`config.mk`:
```
export PLATFORM = sky130hd
export DESIGN_NAME = cflb_mac
export DESIGN_NICKNAME = d
export VERILOG_FILES = /design/src/design/cflb_pkg.sv /design/src/design/cflb_mac.sv
export SDC_FILE = /design/constraint.sdc
export NUM_CORES = 2
export LEC_CHECK = 0
export ABC_AREA = 1
export BUFFER_PORTS_ARGS = -buffer_cell sky130_fd_sc_hd__buf_4
export CORE_MARGIN = 8
export CORE_UTILIZATION = 65
export CTS_BUF_LIST = sky130_fd_sc_hd__clkbuf_4 sky130_fd_sc_hd__clkbuf_8
export DETAILED_ROUTE_END_ITERATION = 12
export PLACE_DENSITY = 0.88
export SYNTH_ARGS = -nofsm -noshare
export SYNTH_HDL_FRONTEND = slang
export SYNTH_SLANG_ARGS = --single-unit
```
`constraint.sdc`:
```
create_clock -name clk_i -period 9.16 [get_ports clk_i]
set_input_delay 0.916 -clock clk_i [delete_from_list [all_inputs] [get_ports clk_i]]
set_output_delay 0.916 -clock clk_i [all_outputs]
set_load 0.05 [all_outputs]
```
`src/design/cflb_pkg.sv`:
```
`default_nettype none
// ---------------------------------------------------------------------------
// cflb_pkg
// Shared constants and types of the cross-faded loop buffer with cubic read.
// ---------------------------------------------------------------------------
package cflb_pkg;

  localparam int BufferSize = 4096;
  localparam int Guard      = 64;
  localparam int RawSize    = BufferSize + 2 * Guard;
  localparam int RGuard     = Guard - 2;
  localparam int DivConst   = 2 * RGuard;

  localparam int SampleW = 24;
  localparam int AddrW   = 13;
  localparam int PosW    = 29;
  localparam int FracW   = 16;
  localparam int SlotW   = 6;
  localparam int SpeedW  = 21;
  localparam int QW      = 17;
  localparam int NumW    = 29;
  localparam int MacAW   = 30;
  localparam int MacBW   = 18;
  localparam int MacPW   = 48;

  // zone weight quotient: n / DivConst = (n / 4) / 31, ceil(2^24 / 31)
  localparam int QuotW      = 16;
  localparam int DivLimit   = DivConst * 32768;
  localparam int RecipW     = 20;
  localparam int RecipMul   = 541201;
  localparam int RecipShift = 24;

  typedef enum logic [1:0] {
    CFG_LOOP_START = 2'd0,
    CFG_LOOP_END   = 2'd1,
    CFG_SPEED      = 2'd2
  } cfg_idx_e;

endpackage
`default_nettype wire

```
`src/design/cflb_mac.sv`:
```
`default_nettype none
// ---------------------------------------------------------------------------
// cflb_mac
// Shared multiply-add: p = a * b + c, registered.
// ---------------------------------------------------------------------------
module cflb_mac import cflb_pkg::*; (
  input  wire                     clk_i,
  input  wire logic signed [MacAW-1:0] a_i,
  input  wire logic signed [MacBW-1:0] b_i,
  input  wire logic signed [MacPW-1:0] c_i,
  output logic signed [MacPW-1:0] p_o
);

  logic signed [MacPW-1:0] prod;
  logic signed [MacPW-1:0] p_q;

  assign prod = a_i * b_i;

  always_ff @(posedge clk_i) begin
    p_q <= prod + c_i;
  end

  assign p_o = p_q;

endmodule
`default_nettype wire

```
After elaboration in Yosys (flattened, before gate mapping):

Index checks and enable logic that the tools add are counted.

* add/subtract/negate cells: 1
* multiply operators: 1
* div/mod/pow operators: 0
* magnitude comparators: 0
* equal/unequal tests: 0
* shifts and indexed selects: 0
* mux-type cells: 0
* bitwise gates (word level): 0
* reduce and logical (&&, ||, !) cells: 0

Operators with widths (number)
* 48-bit adder: 1
* 30-bit by 18-bit multiplier with 48-bit output: 1

* bits in registers: 48
* latch bits: 0
* memory bits (writable): 0
* bits in read-only memories: 0
* input bits: 97
* output and inout port bits: 48
* word-level logic and storage cells: 3
* memories: 0

Logic depth before layout (Yosys ltp):

* depth in word-level cells: 2
* mapped depth: 29
* depth with buffers taken out: 27

Worst setup path after synthesis:

Ideal clock, no wire load.

* path type: input -> register
* from: input a_i[29]
* to: register p_q[47], in the netlist p_o[47]
* setup time: 0.112 ns
* arrival: 6.606 ns
* required time: 9.048 ns
* setup slack: 2.442 ns
* stages: 27
* path buffers: 2
* cells stage by stage: clkbuf_1 clkbuf_1 nand2_1 fa_1 inv_1 fa_1 inv_1 fa_1 inv_1 fa_1 fa_1 inv_1 fa_1 inv_1 ha_1 ha_1 nand2_1 inv_1 nand2_1 nor2_1 nand3_1 nor2_1 nand2_1 nand3_2 inv_1 nand2_1 nand2_1

* word-level cells in the longest chain between the ends: 2

RTL lines
* from (decl): RTL line cflb_mac.sv:8 `input wire logic signed [MacAW-1:0] a_i,`
* 30-bit by 18-bit multiplier with 48-bit output: RTL line cflb_mac.sv:17 `assign prod = a_i * b_i;`
* 48-bit adder: RTL line cflb_mac.sv:20 `p_q <= prod + c_i;`
* to (signal assigned): RTL line cflb_mac.sv:20
* to (decl): RTL line cflb_mac.sv:15 `logic signed [MacPW-1:0] p_q;`

No other way between the ends.

Worst setup path in the final report:

* from: input b_i[0]
* to: register p_q[37], in the netlist p_o[37]

* word-level cells in the longest chain between the ends: 2

RTL lines
* from (decl): RTL line cflb_mac.sv:9 `input wire logic signed [MacBW-1:0] b_i,`
* 30-bit by 18-bit multiplier with 48-bit output: RTL line cflb_mac.sv:17
* 48-bit adder: RTL line cflb_mac.sv:20

No other way between the ends.

==> run_results.csv <==
group,metric,value,unit
clocking,clock-sinks,48,
placed_design,dp.cells,3387,
layout,seqCellArea,961,um^2
layout,area_growth,6.06,%
synth,synth_top_family_by_area,"adder cells",
sta,max_slew_margin,28.3,%
synth,synth.avg_cell_area,7.77,um^2
setup_path,crit_required,9.37,ns
placed_design,globalplace.congestion,0.968,
placed_design,dp_hpwl,51700,um
synth,synth_area_leader_cell,"fa_1",
die,initial_utilization,65.6,%
layout,mostFrequentLayoutCell,"inv_1",
setup_path,worst-path-max-fanout,30,
clocking,clk_pin_slew,0.12,ns
global_route,grt_pass1_wl,102000,um
synth,yosysSeqAreaShare,4.26,%
clocking,clk_root_buffer_cell,"clkbuf_8",
outcome,status,"finished, final reports clean",
routing,routed_wl,63000,um
layout,final_util,69.6,%
layout,multi_input_area,17600,um^2
global_route,grt_antenna_before_repair,0,
synth,synthAdderAreaFrac,57.8,%
die,top_level_ports,145,
global_route,grt_pass1_vias,20400,
sta,clock.fmax,0.139,GHz
sta,tightest_slew,1.07,ns
layout,final_cells,3395,
layout,nets,3738,
die,rows,68,
setup_path,worstSetupPathType,"input port to flop",
layout,final_cell_mix,"inv_1, nand2_1, fa_1",
die,die_w,202,um
layout,antennaDiodeCount,0,
global_route,grt_max_degree,31,
synth,netlist_area,22600,um^2
synth,ys_types,28,
setup_path,cp-end-kind,"flop",
synth,synthTopCellsByArea,"fa_1, inv_1, nand2_1, ha_1, dfxtp_1",
layout,drive_gt1_share,6.12,%
clocking,htreeDepth,2,
synth,synthCells,2901,
clocking,cts_tree,"yes",
clocking,ctsHoldBuffers,0,
die,core_area,34400,um^2
routing,ant_nets,0,
global_route,grt-ovfl-total,0,
hold_path,min_path_type,"input port to flop",
routing,routed-via-count,18200,
die,fp.dieArea,40900,um^2
routing,drt-vias-per-instance,5.37,
sta,setup_tns,0,ns
synth,synth_nets,3700,
synth,yosys.area_share.simple,16.7,%
routing,drt_iter0_markers,1374,
clocking,ctsResizeCount,0,
global_route,track_usage,31.4,%
clocking,cts_setup_buffers,0,
clocking,numCtsBuffers,5,
synth,yosysTopAreaCellShare,50.2,%
run,maxCapViolations,0,
setup_path,critPathLaunchType,"input port",
synth,synthMuxAreaShare,0,%
routing,route.detailed.drc,0,
sta,post-route-period-util,78.7,%
die,fp.dieH,202,um
placed_design,io_buffers,144,
routing,dr.pass1.iters,5,
synth,ys_ff_latch,48,
sta,fin_crit,7.21,ns
synth,synth-compound-area-share,2.30,%
sta,setup_viol,0,
synth,synth_xor_area_share,1.20,%
sta,hold_viol_final,0,
layout,largest_reg_flops,48,
clocking,clockBufferDepth,2,
layout,fill_cells,2742,
routing,wl_per_cell,18.6,um
sta,rsz0062_at_grt,"false",
synth,ys.warnings.count,0,
setup_path,cp_data_arrival_time,7.42,ns
sta,maxSlewViolCount,0,
logic make-up after synthesis:
logic type / after synthesis
buffers and inverters: 1068
and+or+nand+nor: 958
adders and majority gates: 702
AOI/OAI and AO/OA: 94
DFF: 48
xor gates and xnor gates: 31
synthesized netlist by cell type (all sizes together):
library cell and instances:
nand2 773, o21ai 28, buf 7, dfxtp 48
fa 566, clkbuf 107, nand4 12, inv 954
xor2 22, a31oi 1, and2 1, or2 7
o21a 1, nor2 111, ha 136, a21oi 52
xnor2 9, nor3 9, a21o 3, o21bai 9
nand3 45
worst paths after layout:
path	startpoint	endpoint	slack [ns]	depth (start not counted)
worst max-delay path	b_i[0]	p_o[37]	1.95	22
worst min-delay path	c_i[0]	p_o[0]	0.81	2
cell type report:
cell class	count	share of cell area, %
Clock buffer	5	0.288
Inverter	954	15.0
Multi-Input combinational cell	1785	73.5
Clock inverter	3	0.288
Timing Repair Buffer	145	4.55
Sequential cell	48	4.02
Tap cell	455	2.38
metrics by stage:
step / setup WS (ns) / area (um^2) / hold slack [ns]
2_1_floorplan: 2.44 / 22600 / 1.05
3_3_place_gp: 1.74 / 23800 / 1.14
3_5_place_dp: 1.72 / 23800 / 1.15
4_1_cts: 2.02 / 23900 / 0.802
5_1_grt: 1.69 / 23900 / 0.798
6_report: 1.95 / 23900 / 0.806
layer usage:
| layer | vias to the layer above | GRT usage (%) | wire length [um] |
|---|---|---|---|
| li1 | 8045 | - | - |
| met1 | 8946 | 36.8 | 22400 |
| met2 | 960 | 54.7 | 31500 |
| met3 | 278 | 5.97 | 5620 |
| met4 | 0 | 16.0 | 3530 |
| met5 | - | 0 | 0 |
worst max-delay path, cell delays in order:
cell and delay, ns:
buf_4 0.35, nand2_1 0.16, inv_1 0.16, fa_1 0.44, inv_1 0.21, fa_1 0.45, inv_1 0.49, fa_1 0.55
fa_1 0.53, fa_1 0.58, fa_1 0.42, ha_1 0.29, ha_1 0.45, nand2_1 0.15, inv_1 0.08, nand2_1 0.04
inv_1 0.08, nand2_1 0.08, nor3_1 0.38, nand4_1 0.33, nand4_1 0.20, nand2_1 0.06
Power is left out: the tool's default activity adds up to more than one toggle a clock period on the data nets, which glitch-free logic cannot reach.
