[config.mk]
export PLATFORM = sky130hd
export DESIGN_NAME = cflb_div
export DESIGN_NICKNAME = d
export VERILOG_FILES = /design/src/design/cflb_pkg.sv /design/src/design/cflb_div.sv
export SDC_FILE = /design/constraint.sdc
export NUM_CORES = 1
export LEC_CHECK = 0
export ABC_AREA = 1
export BUFFER_PORTS_ARGS = -buffer_cell sky130_fd_sc_hd__buf_2
export CORE_ASPECT_RATIO = 0.8
export CORE_UTILIZATION = 25
export DETAILED_ROUTE_END_ITERATION = 10
export PLACE_DENSITY = 0.38
export SYNTH_ARGS = -nofsm -noshare
export SYNTH_HDL_FRONTEND = slang
export SYNTH_SLANG_ARGS = --single-unit
[constraint.sdc]
create_clock -name clk_i -period 4.85 [get_ports clk_i]
set_input_delay 0.2425 -clock clk_i [delete_from_list [all_inputs] [get_ports clk_i]]
set_output_delay 0.2425 -clock clk_i [all_outputs]
set_load 0.01 [all_outputs]
[src/design/cflb_pkg.sv]
`default_nettype none
// ---------------------------------------------------------------------------
// cflb_pkg
// Shared constants and types of the cross-faded loop buffer with cubic read.
// ---------------------------------------------------------------------------
package cflb_pkg;

  localparam int BufferSize = 4096;
  localparam int Guard      = 64;
  localparam int RawSize    = BufferSize + 2 * Guard;
  localparam int RGuard     = Guard - 2;
  localparam int DivConst   = 2 * RGuard;

  localparam int SampleW = 24;
  localparam int AddrW   = 13;
  localparam int PosW    = 29;
  localparam int FracW   = 16;
  localparam int SlotW   = 6;
  localparam int SpeedW  = 21;
  localparam int QW      = 17;
  localparam int NumW    = 29;
  localparam int MacAW   = 30;
  localparam int MacBW   = 18;
  localparam int MacPW   = 48;

  // zone weight quotient: n / DivConst = (n / 4) / 31, ceil(2^24 / 31)
  localparam int QuotW      = 16;
  localparam int DivLimit   = DivConst * 32768;
  localparam int RecipW     = 20;
  localparam int RecipMul   = 541201;
  localparam int RecipShift = 24;

  typedef enum logic [1:0] {
    CFG_LOOP_START = 2'd0,
    CFG_LOOP_END   = 2'd1,
    CFG_SPEED      = 2'd2
  } cfg_idx_e;

endpackage
`default_nettype wire

[src/design/cflb_div.sv]
`default_nettype none
// ---------------------------------------------------------------------------
// cflb_div
// Division by the zone-weight constant by reciprocal multiply, registered.
// The quotient saturates at 2^15, beyond which the weight clamps anyway.
// ---------------------------------------------------------------------------
module cflb_div import cflb_pkg::*; (
  input  wire                  clk_i,
  input  wire                  rst_ni,
  input  wire                  start_i,
  input  wire logic [NumW-1:0] num_i,
  output logic                 done_o,
  output logic [NumW-1:0]      quot_o
);

  logic                  run_q, done_q, big_q;
  logic [RecipW-1:0]     x_q;
  logic [2*RecipW-1:0]   prod;
  logic [QuotW-1:0]      quot_q;

  // exact for x below 2^20: the reciprocal error 15 times x stays under 2^24
  assign prod = x_q * RecipW'(RecipMul);

  always_ff @(posedge clk_i or negedge rst_ni) begin
    if (!rst_ni) begin
      run_q  <= 1'b0;
      done_q <= 1'b0;
    end else begin
      run_q  <= start_i;
      done_q <= run_q;
    end
  end

  always_ff @(posedge clk_i) begin
    if (start_i) begin
      x_q   <= num_i[RecipW+1:2];
      big_q <= num_i >= NumW'(DivLimit);
    end
    if (run_q) begin
      quot_q <= big_q ? QuotW'(32768) : prod[RecipShift +: QuotW];
    end
  end

  assign done_o = done_q;
  assign quot_o = {{(NumW-QuotW){1'b0}}, quot_q};

endmodule
`default_nettype wire

# After elaboration in Yosys (flattened, before gate mapping)
# Cells that the tools add are included.
# W data, S select, Z words.
# totals
ff_bits	39
inputBits	32
output_inout_bits	30
word_cells	7
# op_classes
n_mul	1
n_lt_le_gt_ge	1
# ops
op	count
$mul A20 B20 Y40 const B	1
$ge A29 B22 Y1 const B	1

# Depth between registers and ports, before layout
# depth
ltp_word	1
depth_mapped	21
depth_no_buf	21

# Least setup slack after synthesis
# No wires, ideal clock.
# synth_timing
path_type	register -> register
start	register x_q[4]
end	register quot_q[12], data pin
setup_time_ps	255
t_arrival_ps	3828
t_required_ps	4595
slack_ps	767
path_stages_with_launch	19
path_buffers	0
path_cell_list	edfxtp_1 -> ha_1 -> ha_1 -> inv_1 -> fa_1 -> fa_1 -> inv_1 -> ha_1 -> ha_1 -> ha_1 -> nand2_1 -> inv_1 -> a21oi_1 -> o21a_1 -> nor2_1 -> nor2_1 -> nand3_1 -> nand2_1 -> nor2_1
# synth_via
elab_chain_cells	1
# synth_rtl
item	line	source
start: declaration	cflb_div.sv:17	logic [RecipW-1:0] x_q;
start signal: assignment	cflb_div.sv:36	x_q <= num_i[RecipW+1:2];
$mul A20 B20 Y40	cflb_div.sv:22	assign prod = x_q * RecipW'(RecipMul);
end signal: assignment	cflb_div.sv:40	quot_q <= big_q ? QuotW'(32768) : prod[RecipShift +: QuotW];
end: declaration	cflb_div.sv:19	logic [QuotW-1:0] quot_q;
# Every way passes these cells.
# A chain may end at the register's enable or synchronous reset.

# Worst setup path in the final report
# layout_timing
start	register x_q[2]
end	register quot_q[15], data pin
# Same word-level chain as after synthesis.

==> out/summary.md <==
The flow ran to the end, and the final reports show no timing, DRC or antenna violations. For the pin count of the biggest net entering global routing, the log shows 23. For the signal arrival time at the worst endpoint, the log shows 4.55 ns. For the area of the core region, the log shows 21,000 sq um.

The critical path contains buffers and inverters numbering 3 combined. STA classifies the critical path endpoint as a flip-flop. Summing all flip-flop and latch instances after layout gives 1160 sq um. The routed via count divided by cell count is 4.50.

For the row count, the log shows 47. The fraction of the cycle the final worst path needs was 0.933. The tools report the post-CTS resize count as 0. The run gives 3.22 nW as the total leakage power. A synthesized cell averages 8.04 sq um. The highest achievable clock rate was 221 MHz; the distinct cell type count of the synthesized netlist was 29.

The maximum fanout along the worst path is 4. The tools report the aggregate global-route resource usage as 0.147. Adding up every negative setup slack in the final design gives 0 ns.

Traced cell by cell, the critical path runs through ha_1 -> ha_1 -> fa_1 -> inv_1 -> fa_1 -> inv_1 -> ha_1 -> ha_1 -> ha_1 -> nand2_1 -> nor2_1 -> inv_1 -> nor2_1 -> nand2_1 -> nand3b_1 -> nand2_1 -> nand3_1 -> nand3_1. The count of nets left with antenna violations once routing finished came out at 0. Across the run, the number of max-cap violations was 0.

Clock-pin slew was measured on the worst setup and hold paths at 0.07 ns. For this block, the routed nets add up to 15.2 mm of wire. The number of clock buffers inserted by TritonCTS came out at 5.

In this run the vertical extent of the chip is 134 microns. The total overflow left after global routing is 0. The run gives 2 as the CTS H-tree depth. For this run, the post-layout net count is 928. The first detailed-routing pass ran for 6 iterations.

The share of layout cells above drive strength 1 was 0.102; the post-CTS repair timing setup buffer count was 0. The effective utilization at floorplan is 0.258, and the routed wirelength normalized by instance count is 15.1 microns. The number of pins with negative max-slew slack in the final report is 0. Setup repair after global routing left no endpoint under its margin. The first global-routing pass estimated 24.6 mm of wire. Detailed routing inserted a total of 4,523 vias.

TritonCTS built the clock tree. Power spread over the standard cell area amounts to 499 nW/um^2. The type of the worst setup path was flip-flop to flip-flop. The synthesis-stage register bit count was 39; the count of final hold-check violations was 0. The clock sink count is 39, and the delay of the slowest cell on the worst path is 0.51 ns.

Once detailed placement completed, the half-perimeter wirelength came to 13.5 mm. At the pin with the least slew margin, the transition time is 0.750 ns. The min-delay analysis places its worst path in the category input pin to flip-flop. The largest individual stage delay along the critical path comes from the cell fa_1. The tools report the maximum clock path buffer count as 2.

At the worst endpoint, the required time is 4.87 ns. The cell family with the largest share of critical-path delay is adder cells. The tools report the total area of multi-input combinational cells as 3740 sq um. The run gives 0 as the number of antenna violations at the first check in global routing. The tools report the CTS root buffer as clkbuf_16. In this run the cell area of the synthesized design comes to 5430 sq um.

The final standard cell utilization of the core is 0.294, and the DRC marker count from the first detailed-route iteration is 199. 0 antenna diodes ended up in the layout. Pin placement for this block handled 62 I/O pins.

The part of the Yosys area used for sequential elements was 0.214. The post-layout minimum cycle time is 4.52 ns, and the chip width is 167 microns. The number of port buffers is 46. At the later pin of the worst-skew pair, clock insertion delay measures 0.30 ns. Via count of the first global-routing pass: 4,631. The run gives 0.00699 ns as the worst clock skew. For this run, design rule violations remaining after detail routing come to 0. The most repeated library cell on the critical path is ha_1.

The run gives 1 as the number of buffers inserted for hold repair after clock tree synthesis. Area of the die: 22,300 sq um. From synthesis to final layout, the design area changed by 13.8%. STA classifies the critical path startpoint as a flip-flop. The count of endpoints failing setup in the final report is 0. The run gives 0.202 mV as the peak supply drop. Counting the fill cells in the layout gives 2,248.

Routability-driven placement finished with a final weighted congestion of 0.897. For the synthesis warning total, the log shows 0. The number of instances in the synthesized netlist is 675, and the worst slew slack as a fraction of its limit is 0.500.
cell type report:
type,instances,share of cell area
flip-flops and latches,39,0.188
inverters,126,0.0766
multi-input cells,508,0.605
clock inverters,2,0.00608
repair buffers,56,0.0498
clock buffers,5,0.0203
well taps,269,0.0545
path summary, 6_finish.rpt:
check | from | endpoint | slack (ns) | cells past startpoint
setup reg to reg | x_q[2] | quot_q[15] | 0.33 | 18
max in group asynchronous | rst_ni | run_q | 4.50 | 2
min in group asynchronous | rst_ni | done_o | 0.25 | 2
hold / removal | num_i[2] | x_q[0] | 0.11 | 1
hold reg to reg | run_q | done_o | 0.84 | 0
setup / recovery | x_q[2] | quot_q[15] | 0.33 | 18
metrics by stage:
step	std cells	total power (W)	hold WS (ns)	instance area (sq um)	setup slack, ns
2_1_floorplan	687	0.00205	-0.0531	5470	0.767
3_3_place_gp	997	0.00273	0.0268	6000	0.391
3_5_place_dp	997	0.00272	0.0289	6000	0.383
4_1_cts	1005	0.00313	0.101	6180	0.354
5_1_grt	1005	0.00348	0.102	6180	0.0632
6_report	1005	0.00308	0.114	6180	0.326
synth_stat cells, drive strengths merged:
master | number | area [sq um]
ha | 134 | 1680
inv | 125 | 469
nand2 | 124 | 470
nor2 | 78 | 305
a21oi | 51 | 255
edfxtp | 37 | 1110
nand3 | 36 | 180
fa | 26 | 521
o21ai | 23 | 119
buf | 13 | 97.6
o21bai | 6 | 45.0
nor3 | 5 | 25.0
o21a | 4 | 30.0
nor4 | 3 | 25.0
dfrtp | 2 | 50.1
a21boi | 1 | 7.51
a31oi | 1 | 6.26
clkbuf | 1 | 3.75
clkinv | 1 | 3.75
conb | 1 | 3.75
nand3b | 1 | 7.51
nand4 | 1 | 6.26
o211ai | 1 | 7.51
routing by layer:
layer	share of wire	global-route usage	vias up
met5	0	0	-
met4	0.0084	0.0267	0
met3	0.052	0.0313	10
met2	0.40	0.228	111
met1	0.54	0.211	2090
li1	-	-	2312
flip-flops by register name, indices dropped and copies added (netlist names):
| name | flops |
|---|---|
| quot_q | 16 |
| big_q | 1 |
| done_o | 1 |
| x_q | 20 |
| run_q | 1 |
placed cells by master (no fill, tap or decap), drive strengths merged, types with 5 or more instances in the layout:
cell type	Yosys	layout
ha	134	134
inv	125	125
nand2	124	124
nor2	78	78
buf	13	55
a21oi	51	51
edfxtp	37	37
nand3	36	36
fa	26	26
o21ai	23	23
conb	1	13
o21bai	6	6
nor3	5	5
clkbuf	1	5
logic make-up after synthesis:
logic type               share of synthesized area
AND/OR/NAND/NOR                              0.188
flip-flops                                   0.214
other                                     0.000691
buffers and inverters                        0.106
adder cells (fa/ha/maj)                      0.405
AO/OA/AOI/OAI                               0.0867
worst register-to-register path, stage by stage, from the launching register on:
cell      delay, ns
edfxtp_1       0.43
ha_1           0.32
ha_1           0.36
fa_1           0.51
inv_1          0.05
fa_1           0.50
inv_1          0.05
ha_1           0.29
ha_1           0.30
ha_1           0.32
nand2_1        0.10
nor2_1         0.15
inv_1          0.15
nor2_1         0.17
nand2_1        0.09
nand3b_1       0.19
nand2_1        0.12
nand3_1        0.08
nand3_1        0.07
power breakdown:
part	internal, W	switching [W]
combinational	0.000752	0.00146
clock	0.000240	0.000152
sequential	0.000451	0.0000272
Power figures use the tool's default switching activity.
